[src/hw/rtl/event_ring_queue_with_drop_stats_top_assert.svh]
// Assertion macros used by the event ring queue control block
`ifndef EVENT_RING_QUEUE_WITH_DROP_STATS_TOP_ASSERT_SVH
`define EVENT_RING_QUEUE_WITH_DROP_STATS_TOP_ASSERT_SVH

// same-cycle implication, checked outside reset
`define ERQ_ASSERT_IMP(label, clk, rst_n, ante, cons, msg) \
	label: assert property (@(posedge clk) disable iff (!(rst_n)) (ante) |-> (cons)) \
		else $error(msg);

// next-cycle implication, checked outside reset
`define ERQ_ASSERT_NXT(label, clk, rst_n, ante, cons, msg) \
	label: assert property (@(posedge clk) disable iff (!(rst_n)) (ante) |=> (cons)) \
		else $error(msg);

`endif

[src/hw/rtl/erq_pkg.sv]
// Types and constants of the event ring queue
package erq_pkg;

	localparam int KIND_W    = 8;
	localparam int SOURCE_W  = 32;
	localparam int PAYLOAD_W = 64;
	localparam int OCC_W     = 8;
	localparam int TOTAL_W   = 64;

	localparam int APB_ADDR_W = 2;
	localparam int APB_DATA_W = 32;

	localparam logic [APB_ADDR_W-1:0] REG_QUEUE_ENABLED = 2'd0;

	localparam logic REQ_PUSH = 1'b0;
	localparam logic REQ_POP  = 1'b1;

	localparam logic [KIND_W-1:0] KIND_NONE = 8'd0;

	typedef struct packed {
		logic [KIND_W-1:0]    kind;
		logic [SOURCE_W-1:0]  source;
		logic [PAYLOAD_W-1:0] payload;
	} erq_event_t;

	typedef struct packed {
		logic       req_type;
		erq_event_t evt;
	} erq_req_t;

	typedef struct packed {
		logic wr;
		logic rd;
	} erq_mem_ctl_t;

	typedef struct packed {
		logic               success;
		logic               popped;
		logic [OCC_W-1:0]   occupancy;
		logic [TOTAL_W-1:0] pushed_total;
		logic [TOTAL_W-1:0] dropped_total;
		logic [TOTAL_W-1:0] popped_total;
	} erq_status_t;

endpackage

[src/hw/rtl/erq_ctrl.sv]
// Request decode, ring indices, totals and the two pipeline stages
module erq_ctrl #(
	parameter int RING_SLOTS = 256,
	localparam int IdxW = $clog2(RING_SLOTS)
) (
	input  logic                  clk,
	input  logic                  arst_n,
	input  logic                  enabled,
	input  logic                  in_valid,
	output logic                  in_ready,
	input  erq_pkg::erq_req_t     in_req,
	output logic                  out_valid,
	input  logic                  out_ready,
	output erq_pkg::erq_status_t  status,
	output erq_pkg::erq_mem_ctl_t mem_ctl,
	output logic [IdxW-1:0]       wr_addr,
	output logic [IdxW-1:0]       rd_addr,
	output erq_pkg::erq_event_t   wr_event
);

	localparam int CntW = IdxW + 1;
	localparam int OccW = erq_pkg::OCC_W;
	localparam logic [IdxW-1:0] LastIdx = IdxW'(RING_SLOTS - 1);
	localparam logic [CntW-1:0] Slots   = CntW'(RING_SLOTS);

	logic                          valid_s1;
	erq_pkg::erq_req_t             req_s1;
	logic                          valid_s2;
	logic                          success_s2;
	logic                          popped_s2;
	logic [IdxW-1:0]               wr_idx_q;
	logic [IdxW-1:0]               rd_idx_q;
	logic [erq_pkg::TOTAL_W-1:0]   push_cnt_q;
	logic [erq_pkg::TOTAL_W-1:0]   drop_cnt_q;
	logic [erq_pkg::TOTAL_W-1:0]   pop_cnt_q;

	logic            adv;
	logic [IdxW-1:0] wr_nxt;
	logic [IdxW-1:0] rd_nxt;
	logic            is_push;
	logic            full;
	logic            push_ok;
	logic            drop;
	logic            pop_ok;
	logic [CntW-1:0] held;

	assign adv      = valid_s1 && (!valid_s2 || out_ready);
	assign in_ready = !valid_s1 || adv;

	assign wr_nxt  = (wr_idx_q == LastIdx) ? '0 : wr_idx_q + 1'b1;
	assign rd_nxt  = (rd_idx_q == LastIdx) ? '0 : rd_idx_q + 1'b1;
	assign is_push = enabled && (req_s1.req_type == erq_pkg::REQ_PUSH)
		&& (req_s1.evt.kind != erq_pkg::KIND_NONE);
	assign full    = (wr_nxt == rd_idx_q);
	assign push_ok = is_push && !full;
	assign drop    = is_push && full;
	assign pop_ok  = enabled && (req_s1.req_type == erq_pkg::REQ_POP)
		&& (rd_idx_q != wr_idx_q);

	always_ff @(posedge clk or negedge arst_n) begin
		if (!arst_n) begin
			valid_s1 <= 1'b0;
		end else if (in_ready) begin
			valid_s1 <= in_valid;
		end
	end

	always_ff @(posedge clk) begin
		if (in_ready && in_valid) begin
			req_s1 <= in_req;
		end
	end

	// indices and totals change only as an item moves into the result stage,
	// so they always describe the result on show
	always_ff @(posedge clk or negedge arst_n) begin
		if (!arst_n) begin
			valid_s2   <= 1'b0;
			success_s2 <= 1'b0;
			popped_s2  <= 1'b0;
			wr_idx_q   <= '0;
			rd_idx_q   <= '0;
			push_cnt_q <= '0;
			drop_cnt_q <= '0;
			pop_cnt_q  <= '0;
		end else begin
			if (adv) begin
				valid_s2   <= 1'b1;
				success_s2 <= push_ok || pop_ok;
				popped_s2  <= pop_ok;
				if (push_ok) begin
					wr_idx_q   <= wr_nxt;
					push_cnt_q <= push_cnt_q + 1'b1;
				end
				if (drop) begin
					drop_cnt_q <= drop_cnt_q + 1'b1;
				end
				if (pop_ok) begin
					rd_idx_q  <= rd_nxt;
					pop_cnt_q <= pop_cnt_q + 1'b1;
				end
			end else if (out_ready) begin
				valid_s2 <= 1'b0;
			end
		end
	end

	assign mem_ctl.wr = adv && push_ok;
	assign mem_ctl.rd = adv && pop_ok;
	assign wr_addr    = wr_idx_q;
	assign rd_addr    = rd_idx_q;
	assign wr_event   = req_s1.evt;

	always_comb begin
		held = {1'b0, wr_idx_q} - {1'b0, rd_idx_q};
		if (wr_idx_q < rd_idx_q) begin
			held = held + Slots;
		end
	end

	assign out_valid            = valid_s2;
	assign status.success       = success_s2;
	assign status.popped        = popped_s2;
	assign status.occupancy     = OccW'(held);
	assign status.pushed_total  = push_cnt_q;
	assign status.dropped_total = drop_cnt_q;
	assign status.popped_total  = pop_cnt_q;

`include "event_ring_queue_with_drop_stats_top_assert.svh"

	`ERQ_ASSERT_NXT(a_push_not_empty, clk, arst_n, adv && push_ok,
		wr_idx_q != rd_idx_q, "ring empty after a stored push")
	`ERQ_ASSERT_NXT(a_drop_holds_wr, clk, arst_n, adv && drop,
		$stable(wr_idx_q) && $stable(push_cnt_q), "dropped push moved the write index")
	`ERQ_ASSERT_NXT(a_idle_holds_totals, clk, arst_n, !adv,
		$stable(push_cnt_q) && $stable(drop_cnt_q) && $stable(pop_cnt_q),
		"totals changed without a transfer")
	`ERQ_ASSERT_NXT(a_disabled_fails, clk, arst_n, adv && !enabled,
		!success_s2 && !popped_s2, "request succeeded while disabled")

endmodule

[config.mk]
export PLATFORM = sky130hd
export DESIGN_NAME = erq_ctrl
export DESIGN_NICKNAME = d
export VERILOG_FILES = /design/src/hw/rtl/erq_pkg.sv /design/src/hw/rtl/erq_ctrl.sv
export VERILOG_INCLUDE_DIRS = /design/src /design/src/hw/rtl
export SDC_FILE = /design/constraint.sdc
export NUM_CORES = 1
export LEC_CHECK = 0
export ABC_AREA = 1
export BUFFER_PORTS_ARGS = -buffer_cell sky130_fd_sc_hd__buf_2
export CAP_MARGIN = 20
export CORE_AREA = 3 3 222 224
export DETAILED_ROUTE_END_ITERATION = 16
export DIE_AREA = 0 0 225 227
export PLACE_DENSITY = 0.71
export SLEW_MARGIN = 10
export SYNTH_ARGS = -nofsm -noshare
export SYNTH_HDL_FRONTEND = slang
export SYNTH_SLANG_ARGS = --single-unit
[constraint.sdc]
create_clock -name clk -period 3.1 [get_ports clk]
set_input_delay 0 -clock clk [delete_from_list [all_inputs] [get_ports clk]]
set_output_delay 0 -clock clk [all_outputs]
set_load 0.01 [all_outputs]
Word level (Yosys, flattened, before mapping):

Cells that the tools add are included.

* add/subtract/negate cells: 7
* order comparisons: 1
* eq/ne operators: 4
* mux-type cells: 5
* bitwise logic cells: 1
* reduce and logical (&&, ||, !) cells: 21

Operators by type and width (count)
* adder 64 x 1 -> 64 bit (second input constant): 3
* adder 8 x 1 -> 8 bit (second input constant): 3
* 2-to-1 mux 8 bit: 3
* == test 8 bit (second input constant): 2
* logical AND 1 bit: 10
* == test 8 bit: 1
* less-than comparator 8 bit: 1
* inequality test 8 bit: 1
* nonzero test 8 bit: 1
* subtractor 8 bit: 1
* AND reduction 2 bit: 3
* zero test 1 bit: 3
* logical OR 1 bit: 3
* 2-to-1 mux 1 bit: 2
* nonzero test 2 bit: 1
* inverter 1 bit: 1

* flip-flop bits (word level): 317
* input port bits: 110
* output and inout port bits: 326
* logic and storage cells: 52

Logic depth before layout (Yosys ltp):

Gate-level depths: netlist of the first run.

* depth in word-level cells: 6
* depth in mapped cells: 16
* mapped depth without buffers: 14

Least setup slack after synthesis of the first run:

No wires, ideal clock.

* kind: reg-to-reg
* from: reg valid_s2, in the netlist out_valid
* to: reg req_s1[104] in the netlist's numbering (enable)
* library setup time: 459 ps
* data arrival time: 2725 ps
* required time: 2641 ps
* setup slack: -83 ps
* cell stages (with the launch flop): 4
* buffers on the path: 0
* period minus slack after synthesis: 3183 ps
* path through: dfrtp_1 -> nand3_1 -> nand2_1 -> inv_1

* word-level cells in the longest chain between the ends: 5

Ends and longest elaborated chain
* start: declaration: line erq_ctrl.sv:28 `logic valid_s2;`
* start signal: assignment: line erq_ctrl.sv:78 `valid_s2 <= 1'b0;`
* start signal: assignment: line erq_ctrl.sv:88 `valid_s2 <= 1'b1;`
* start signal: assignment: line erq_ctrl.sv:103 `valid_s2 <= 1'b0;`
* zero test 1 bit: line erq_ctrl.sv:47 `assign adv = valid_s1 && (!valid_s2 || out_ready);`
* logical OR 1 bit: line erq_ctrl.sv:47
* logical AND 1 bit: line erq_ctrl.sv:47
* logical OR 1 bit: line erq_ctrl.sv:48 `assign in_ready = !valid_s1 || adv;`
* named net in_ready: line erq_ctrl.sv:10 `output logic in_ready,`
* logical AND 1 bit: line erq_ctrl.sv:69 `if (in_ready && in_valid) begin`
* end signal: assignment: line erq_ctrl.sv:70 `req_s1 <= in_req;`
* end: declaration: line erq_ctrl.sv:27 `erq_pkg::erq_req_t req_s1;`

The timed path passes the listed nets, and every way through them passes these cells.
A chain may end at the register's enable or synchronous reset.

==> results of run 1 <==
==> layer usage <==
layer,vias up,track usage [%]
met5,-,0
met4,0,10.7
met3,130,6.31
met2,947,41.4
met1,8761,32.9
li1,8900,-
==> power groups by stage <==
stage	registers, mW	clock network, mW	logic [mW]
floorplan	5.16	0	1.45
global placement	5.18	0	2.41
detailed placement	5.18	0	2.41
CTS	5.12	4.51	2.54
global route	5.17	4.67	2.82
finish	5.13	4.41	2.55
==> cells by family (layout without fill, tap and decap cells) <==
| logic type | Yosys count | count (layout) | synth area share [%] |
|---|---|---|---|
| flip-flops | 317 | 317 | 44.8 |
| XOR/XNOR | 134 | 134 | 6.21 |
| buffers and inverters | 434 | 900 | 11.3 |
| AND/OR/NAND/NOR | 1534 | 1534 | 35.3 |
| adder cells (fa/ha/maj) | 13 | 13 | 0.901 |
| AO/OA/AOI/OAI | 59 | 59 | 1.60 |
==> path summary, 6_finish.rpt <==
kind,end,slack [ns],cells past startpoint
max,mem_ctl[0],0.25,9
min,valid_s1,0.08,2
max reg2reg,drop_cnt_q[51],0.53,12
min reg2reg,popped_s2,0.48,2
max in group asynchronous,rd_addr[4],2.07,3
min in group clk,wr_event[32],0.14,2
==> cell usage in the layout, fill, tap and decap left out, drive strengths merged <==
| master | netlist | layout |
|---|---|---|
| or2 | 1 | 1 |
| nor3 | 95 | 95 |
| nor2 | 321 | 321 |
| and2 | 3 | 3 |
| xnor2 | 48 | 48 |
| nand3b | 5 | 5 |
| clkinv | 1 | 8 |
| clkinvlp | 0 | 6 |
| fa | 1 | 1 |
| xor2 | 86 | 86 |
| a21oi | 7 | 7 |
| nor4 | 9 | 9 |
| nand2 | 741 | 741 |
| o211ai | 1 | 1 |
| clkbuf | 35 | 50 |
| a21boi | 1 | 1 |
| ha | 12 | 12 |
| dlygate4sd3 | 0 | 110 |
| dfrtp | 212 | 212 |
| a211oi | 1 | 1 |
| nand3 | 166 | 166 |
| inv | 261 | 260 |
| nand2b | 1 | 1 |
| nand4 | 188 | 188 |
| buf | 137 | 463 |
| edfxtp | 105 | 105 |
| bufinv | 0 | 3 |
| nor2b | 1 | 1 |
| and3 | 2 | 2 |
| o21ai | 49 | 49 |
| nor3b | 1 | 1 |
==> worst max-delay path: stages (launching register included) <==
cell	delay, ns
sky130_fd_sc_hd__dfrtp_1	0.44
sky130_fd_sc_hd__inv_1	0.14
sky130_fd_sc_hd__ha_1	0.40
sky130_fd_sc_hd__nand2_1	0.09
sky130_fd_sc_hd__nor2_1	0.11
sky130_fd_sc_hd__nand4_1	0.11
sky130_fd_sc_hd__nand2_1	0.26
sky130_fd_sc_hd__clkinv_1	0.30
sky130_fd_sc_hd__buf_4	0.30
sky130_fd_sc_hd__buf_2	0.16
==> repair_timing <==
item                                    CTS  global route
gates resized for setup                   0             1
endpoints found under the setup margin    0             1
endpoints found under the hold margin   196             0
hold buffers                            110             0
==> per-stage QoR <==
step	util [%]	worst slack (ns)	total power, mW	instance area [µm²]	hold slack [ns]
global route	49.0	0.0292	12.7	23300	0.116
finish	49.0	0.247	12.1	23300	0.0772
detailed placement	44.2	0.470	7.59	21000	0.0829
floorplan	-	0.439	6.61	18900	-0.296
global placement	44.2	0.432	7.59	21000	0.0652
CTS	49.0	0.127	12.2	23300	0.0953
==> flip-flops by register name, summed over array words and instances (netlist names) <==
name        cells
pop_cnt_q      64
push_cnt_q     64
popped_s2       1
drop_cnt_q     64
out_valid       1
success_s2      1
req_s1          1
wr_addr         8
valid_s1        1
rd_addr         8
wr_event      104
==> cell usage after synthesis (3+ instances only) <==
cell	number
sky130_fd_sc_hd__inv_1	259
sky130_fd_sc_hd__ha_1	12
sky130_fd_sc_hd__a21oi_1	7
sky130_fd_sc_hd__nand4_1	187
sky130_fd_sc_hd__and2_1	3
sky130_fd_sc_hd__nor4_1	9
sky130_fd_sc_hd__buf_2	16
sky130_fd_sc_hd__buf_6	8
sky130_fd_sc_hd__nor2_1	315
sky130_fd_sc_hd__edfxtp_1	105
sky130_fd_sc_hd__o21ai_0	48
sky130_fd_sc_hd__buf_4	111
sky130_fd_sc_hd__nor2_2	4
sky130_fd_sc_hd__dfrtp_1	212
sky130_fd_sc_hd__nand3b_1	5
sky130_fd_sc_hd__clkbuf_1	35
sky130_fd_sc_hd__xor2_1	86
sky130_fd_sc_hd__nand2_1	740
sky130_fd_sc_hd__nor3_1	95
sky130_fd_sc_hd__nand3_1	166
sky130_fd_sc_hd__xnor2_1	48
==> area by class of cell <==
| class | count | area [µm²] | share of cell area, % |
|---|---|---|---|
| multi-input combinational | 1740 | 8330 | 35.8 |
| tap | 615 | 769 | 3.30 |
| clock buffer | 50 | 1040 | 4.45 |
| clock inverter | 15 | 163 | 0.698 |
| timing repair buffer | 573 | 3560 | 15.3 |
| sequential | 317 | 8460 | 36.3 |
| inverter | 262 | 988 | 4.24 |
==> flow_summary.toml, run 1 <==
[clocking]
source_to_sink_clock_delay_at_the_later_pin_of_the_worst_skew_pair_ns = 0.57
cts_root_buffer = "sky130_fd_sc_hd__clkbuf_16"
clock-sinks = 317
numCtsBuffers = 38
cts_tree = "done"
h_tree_level_count = 2
cts.repair_timing.setup_buffer_count = 0
cts.path.max_buffers = 3
clk_transition_reported_paths_ns = 0.06

[yosys]
synth_top_area_share_pct = 28.1
post_synth_main_area_contributors = "sky130_fd_sc_hd__dfrtp_1, sky130_fd_sc_hd__edfxtp_1, sky130_fd_sc_hd__nand2_1, sky130_fd_sc_hd__nor2_1, sky130_fd_sc_hd__nand4_1"
syn-num-nets = 2614
netlist_instances = 2491
yosysWarningCount = 0
synth-edff-count = 105
yosysTopAreaCell = "sky130_fd_sc_hd__dfrtp_1"
synth-seq-area-share_pct = 44.8
synth_cell_types = 38
synthFlopType = "sky130_fd_sc_hd__dfrtp_1"
synth.cell_area_mm2 = 0.0189
ys_ff_latch = 317
synth.avg_cell_area_um2 = 7.58
synthArstFlopShare_pct = 66.9

[run]
drv_cap = 0

[routing]
drtIter0Drc = 1858
routed.top_layer = "met4"
drt-wirelength-per-cell_um = 18.9
drt-met1-wl_um = 27100
drt_pass1_iterations = 6
met2_length_um = 30700
met3WireLength_um = 6560
post_drt_via_cell_ratio = 5.25
drtAntennaViolNets = 0
route.detailed.drc = 0
routed-via-count = 18700
wirelength_um = 67400

[setup_path]
critPathArrivalTime_ns = 2.85
timing.critical_path.to_type = "primary output"
timing.rr.start = "wr_addr[1]"
worst_setup_start_kind = "flip-flop"
crit_required_ns = 3.10
crit_path_max_fanout = 24
crit_start = "rd_addr[3]"
type_of_the_worst_setup_path = "reg -> out"

[global_route]
antenna_found_initial = 0
grt_first_pass_wirelength_um = 102000
grt_util_all_layers_pct = 25.5
grt_max_degree = 101
number_of_global_route_vias_before_repair = 17600
grt_remaining_overflow = 0

[power]
p_clk_share_pct = 36.5
total_leakage_power_nw = 10.8
irDropWorstVdd_mv = 0.669
intPower_mw = 8.22
power_frac_seq_pct = 42.5
powerDensity_mw_per_mm2 = 519
switching_share_pct = 32.0
power_frac_comb_pct = 21.1
p_switching_mw = 3.87

[placed_design]
gp_routability_congestion = 0.973
port_buffers = 435
place_hpwl_um = 49900
place_inst = 3397

[timing]
setup-violations-final = 0
grt_setup_unrepaired = "false"
fmax_ghz = 0.350
slew_viol_final = 0
timing_worst_slew_pin_value_ns = 0.793
finalClockSkew_ns = 0.0325
min_period_ns = 2.85
finalCritPeriodShare_pct = 92.0
fin_tns_setup_ns = 0
timing.max_slew.rel_slack_pct = 46.7
hold_viol = 0

[cells_and_area]
num-nets-final = 3055
stdcell_count = 3572
fillerInstances = 4606
area_growth_syn_to_layout_pct = 23.4
antennaDiodeCount = 0
layout-drive-gt1-share_pct = 18.0

[floorplanning]
die-width_um = 225
rows = 80
io_pins = 436
initial_core_util_pct = 39.7
die_h_um = 227
fp.dieArea_mm2 = 0.0511
placeable_core_region_mm2 = 0.0475

[min_path]
worst_hold_path_type = "in -> async"

[outcome]
outcome = "completed"
No activity file was read; power rests on OpenSTA's default activity.
==> run 2: changes to the inputs <==
CORE_AREA = 3 3 247 201   (was 3 3 222 224)
CTS_BUF_LIST = sky130_fd_sc_hd__clkbuf_8   (was default)
DIE_AREA = 0 0 250 204   (was 0 0 225 227)
==> flow_summary.toml, run 2 (synthesized netlist as in run 1, its figures left out) <==
[timing]
slew_viol_final = 0
setup-violations-final = 0
timing_worst_slew_pin_value_ns = 0.927
hold_viol = 16
finalClockSkew_ns = 0.0277
hold_slack_ns = -0.0205
finalCritPeriodShare_pct = 91.6
fmax_ghz = 0.352
grt_setup_unrepaired = "false"
timing.max_slew.rel_slack_pct = 37.9
min_period_ns = 2.84
fin_tns_setup_ns = 0

[power]
powerDensity_mw_per_mm2 = 511
irDropWorstVdd_mv = 0.425
total_power_mw = 12.0
total_leakage_power_nw = 10.9

[routing]
drtAntennaViolNets = 0
drt-wirelength-per-cell_um = 18.2
post_drt_via_cell_ratio = 5.12
route.detailed.drc = 0
drtIter0Drc = 1722
wirelength_um = 65900
drt_pass1_iterations = 5
routed-via-count = 18600

[cells_and_area]
layout_common_cells = "sky130_fd_sc_hd__nand2_1, sky130_fd_sc_hd__buf_2, sky130_fd_sc_hd__nor2_1, sky130_fd_sc_hd__inv_1, sky130_fd_sc_hd__dfrtp_1"
num-nets-final = 3082
stdcell_count = 3626
area_growth_syn_to_layout_pct = 24.2
largest_register_ff_count = 104
layout_commonest_cell = "sky130_fd_sc_hd__nand2_1"
layout-drive-gt1-share_pct = 19.0

[clocking]
h_tree_level_count = 2
cts_root_buffer = "sky130_fd_sc_hd__clkbuf_8"
cts.path.max_buffers = 3
cts_tree = "done"
clock-sinks = 317
numCtsBuffers = 53
source_to_sink_clock_delay_at_the_later_pin_of_the_worst_skew_pair_ns = 0.64
clk_transition_reported_paths_ns = 0.06

[floorplanning]
rows = 71
placeable_core_region_mm2 = 0.0470
io_pins = 436
fp.dieArea_mm2 = 0.0510
die-width_um = 250
die_h_um = 204
initial_core_util_pct = 40.2

[setup_path]
r2r_slack_ns = 0.46
r2r_end = "drop_cnt_q[7]"
critPathArrivalTime_ns = 2.84
crit_path_max_fanout = 78
cp_slowest_stage_delay_ns = 0.69
cpMostUsedCell = "sky130_fd_sc_hd__buf_12"
worst_setup_start_kind = "flip-flop"
timing.critical_path.to_type = "primary output"
cp_top_family = "simple AND/OR/NAND/NOR gates"
crit_required_ns = 3.10
crit_chain = "nor4_1 > and2_1 > nor3_2 > buf_12 > nand3_4 > buf_12 > inv_1 > buf_2"
timing.reg2reg.worst_path_depth = 7
timing.rr.start = "wr_event[97]"
type_of_the_worst_setup_path = "reg -> out"
critical_path.slowest_cell = "sky130_fd_sc_hd__nor3_2"
cp.buffers_inverters = 4

[placed_design]
place_inst = 3407
gp_routability_congestion = 0.969
port_buffers = 435
place_hpwl_um = 48700

[outcome]
outcome = "finished with violations"
failed_checks = "hold timing"

[global_route]
grt_remaining_overflow = 0
grt_util_all_layers_pct = 25.0
grt_max_degree = 108
number_of_global_route_vias_before_repair = 17800
antenna_found_initial = 4
grt_first_pass_wirelength_um = 102000

[min_path]
worst_hold_path_type = "in -> async"

[run]
drv_cap = 0
run 2: changes by cell type in the layout (fill, tap and decap cells not counted), sizes merged:
cell	delta
buf	+8
clkinvlp	-4
dlygate4sd3	+1
diode	+4
nand2	+1
bufinv	+3
inv	+18
clkinv	+2
clkbuf	+16
run 2: worst max path at each step:
stage,startpoint,to,cells past startpoint
after floorplan,out_valid,req_s1[104],3
after global placement,wr_addr[0],push_cnt_q[45],13
after detailed placement,wr_addr[1],push_cnt_q[36],15
after CTS,wr_addr[1],mem_ctl[1],14
after global routing,wr_addr[1],mem_ctl[1],14
final,wr_event[97],mem_ctl[1],8
run 2: where the power goes:
group          switching (mW)  internal (mW)  total (mW)
Sequential              0.418           4.70        5.11
Combinational            1.75          0.966        2.72
Clock                    1.80           2.36        4.16
run 2: layout make-up:
| type | instances | area [µm²] |
|---|---|---|
| fill | 4603 | 23500 |
| sequential | 317 | 8460 |
| multi-input combinational | 1741 | 8360 |
| timing repair buffer | 584 | 3690 |
| inverter | 262 | 988 |
| clock buffer | 64 | 881 |
| tap | 620 | 776 |
| clock inverter | 34 | 295 |
| antenna | 4 | 10.0 |
run 2: per-stage QoR:
stage	worst slack, ns	util [%]	hold WS (ns)	cell area (µm²)
2_1_floorplan	0.439	-	-0.296	18900
3_3_place_gp	0.529	44.8	0.130	21100
3_5_place_dp	0.482	44.8	0.131	21100
4_1_cts	0.0137	49.8	0.00882	23400
5_1_grt	0.0535	49.9	0.0225	23500
6_report	0.261	49.9	-0.0205	23500
run 2: repair_timing:
action                     in CTS  in global routing
pin swaps                       3                  0
hold buffers                  111                  0
cloned                          1                  2
buffers inserted                2                  1
resized for setup               4                  5
hold endpoints to repair      247                  0
setup endpoints to repair       1                  1
run 2: layer usage:
layer | GRT usage [%] | vias to the layer above | part of all wire [%]
met3 | 5.19 | 104 | 8.5
met5 | 0 | - | 0
met2 | 39.9 | 799 | 45
li1 | - | 8957 | -
met4 | 6.65 | 0 | 2.4
met1 | 34.6 | 8698 | 44
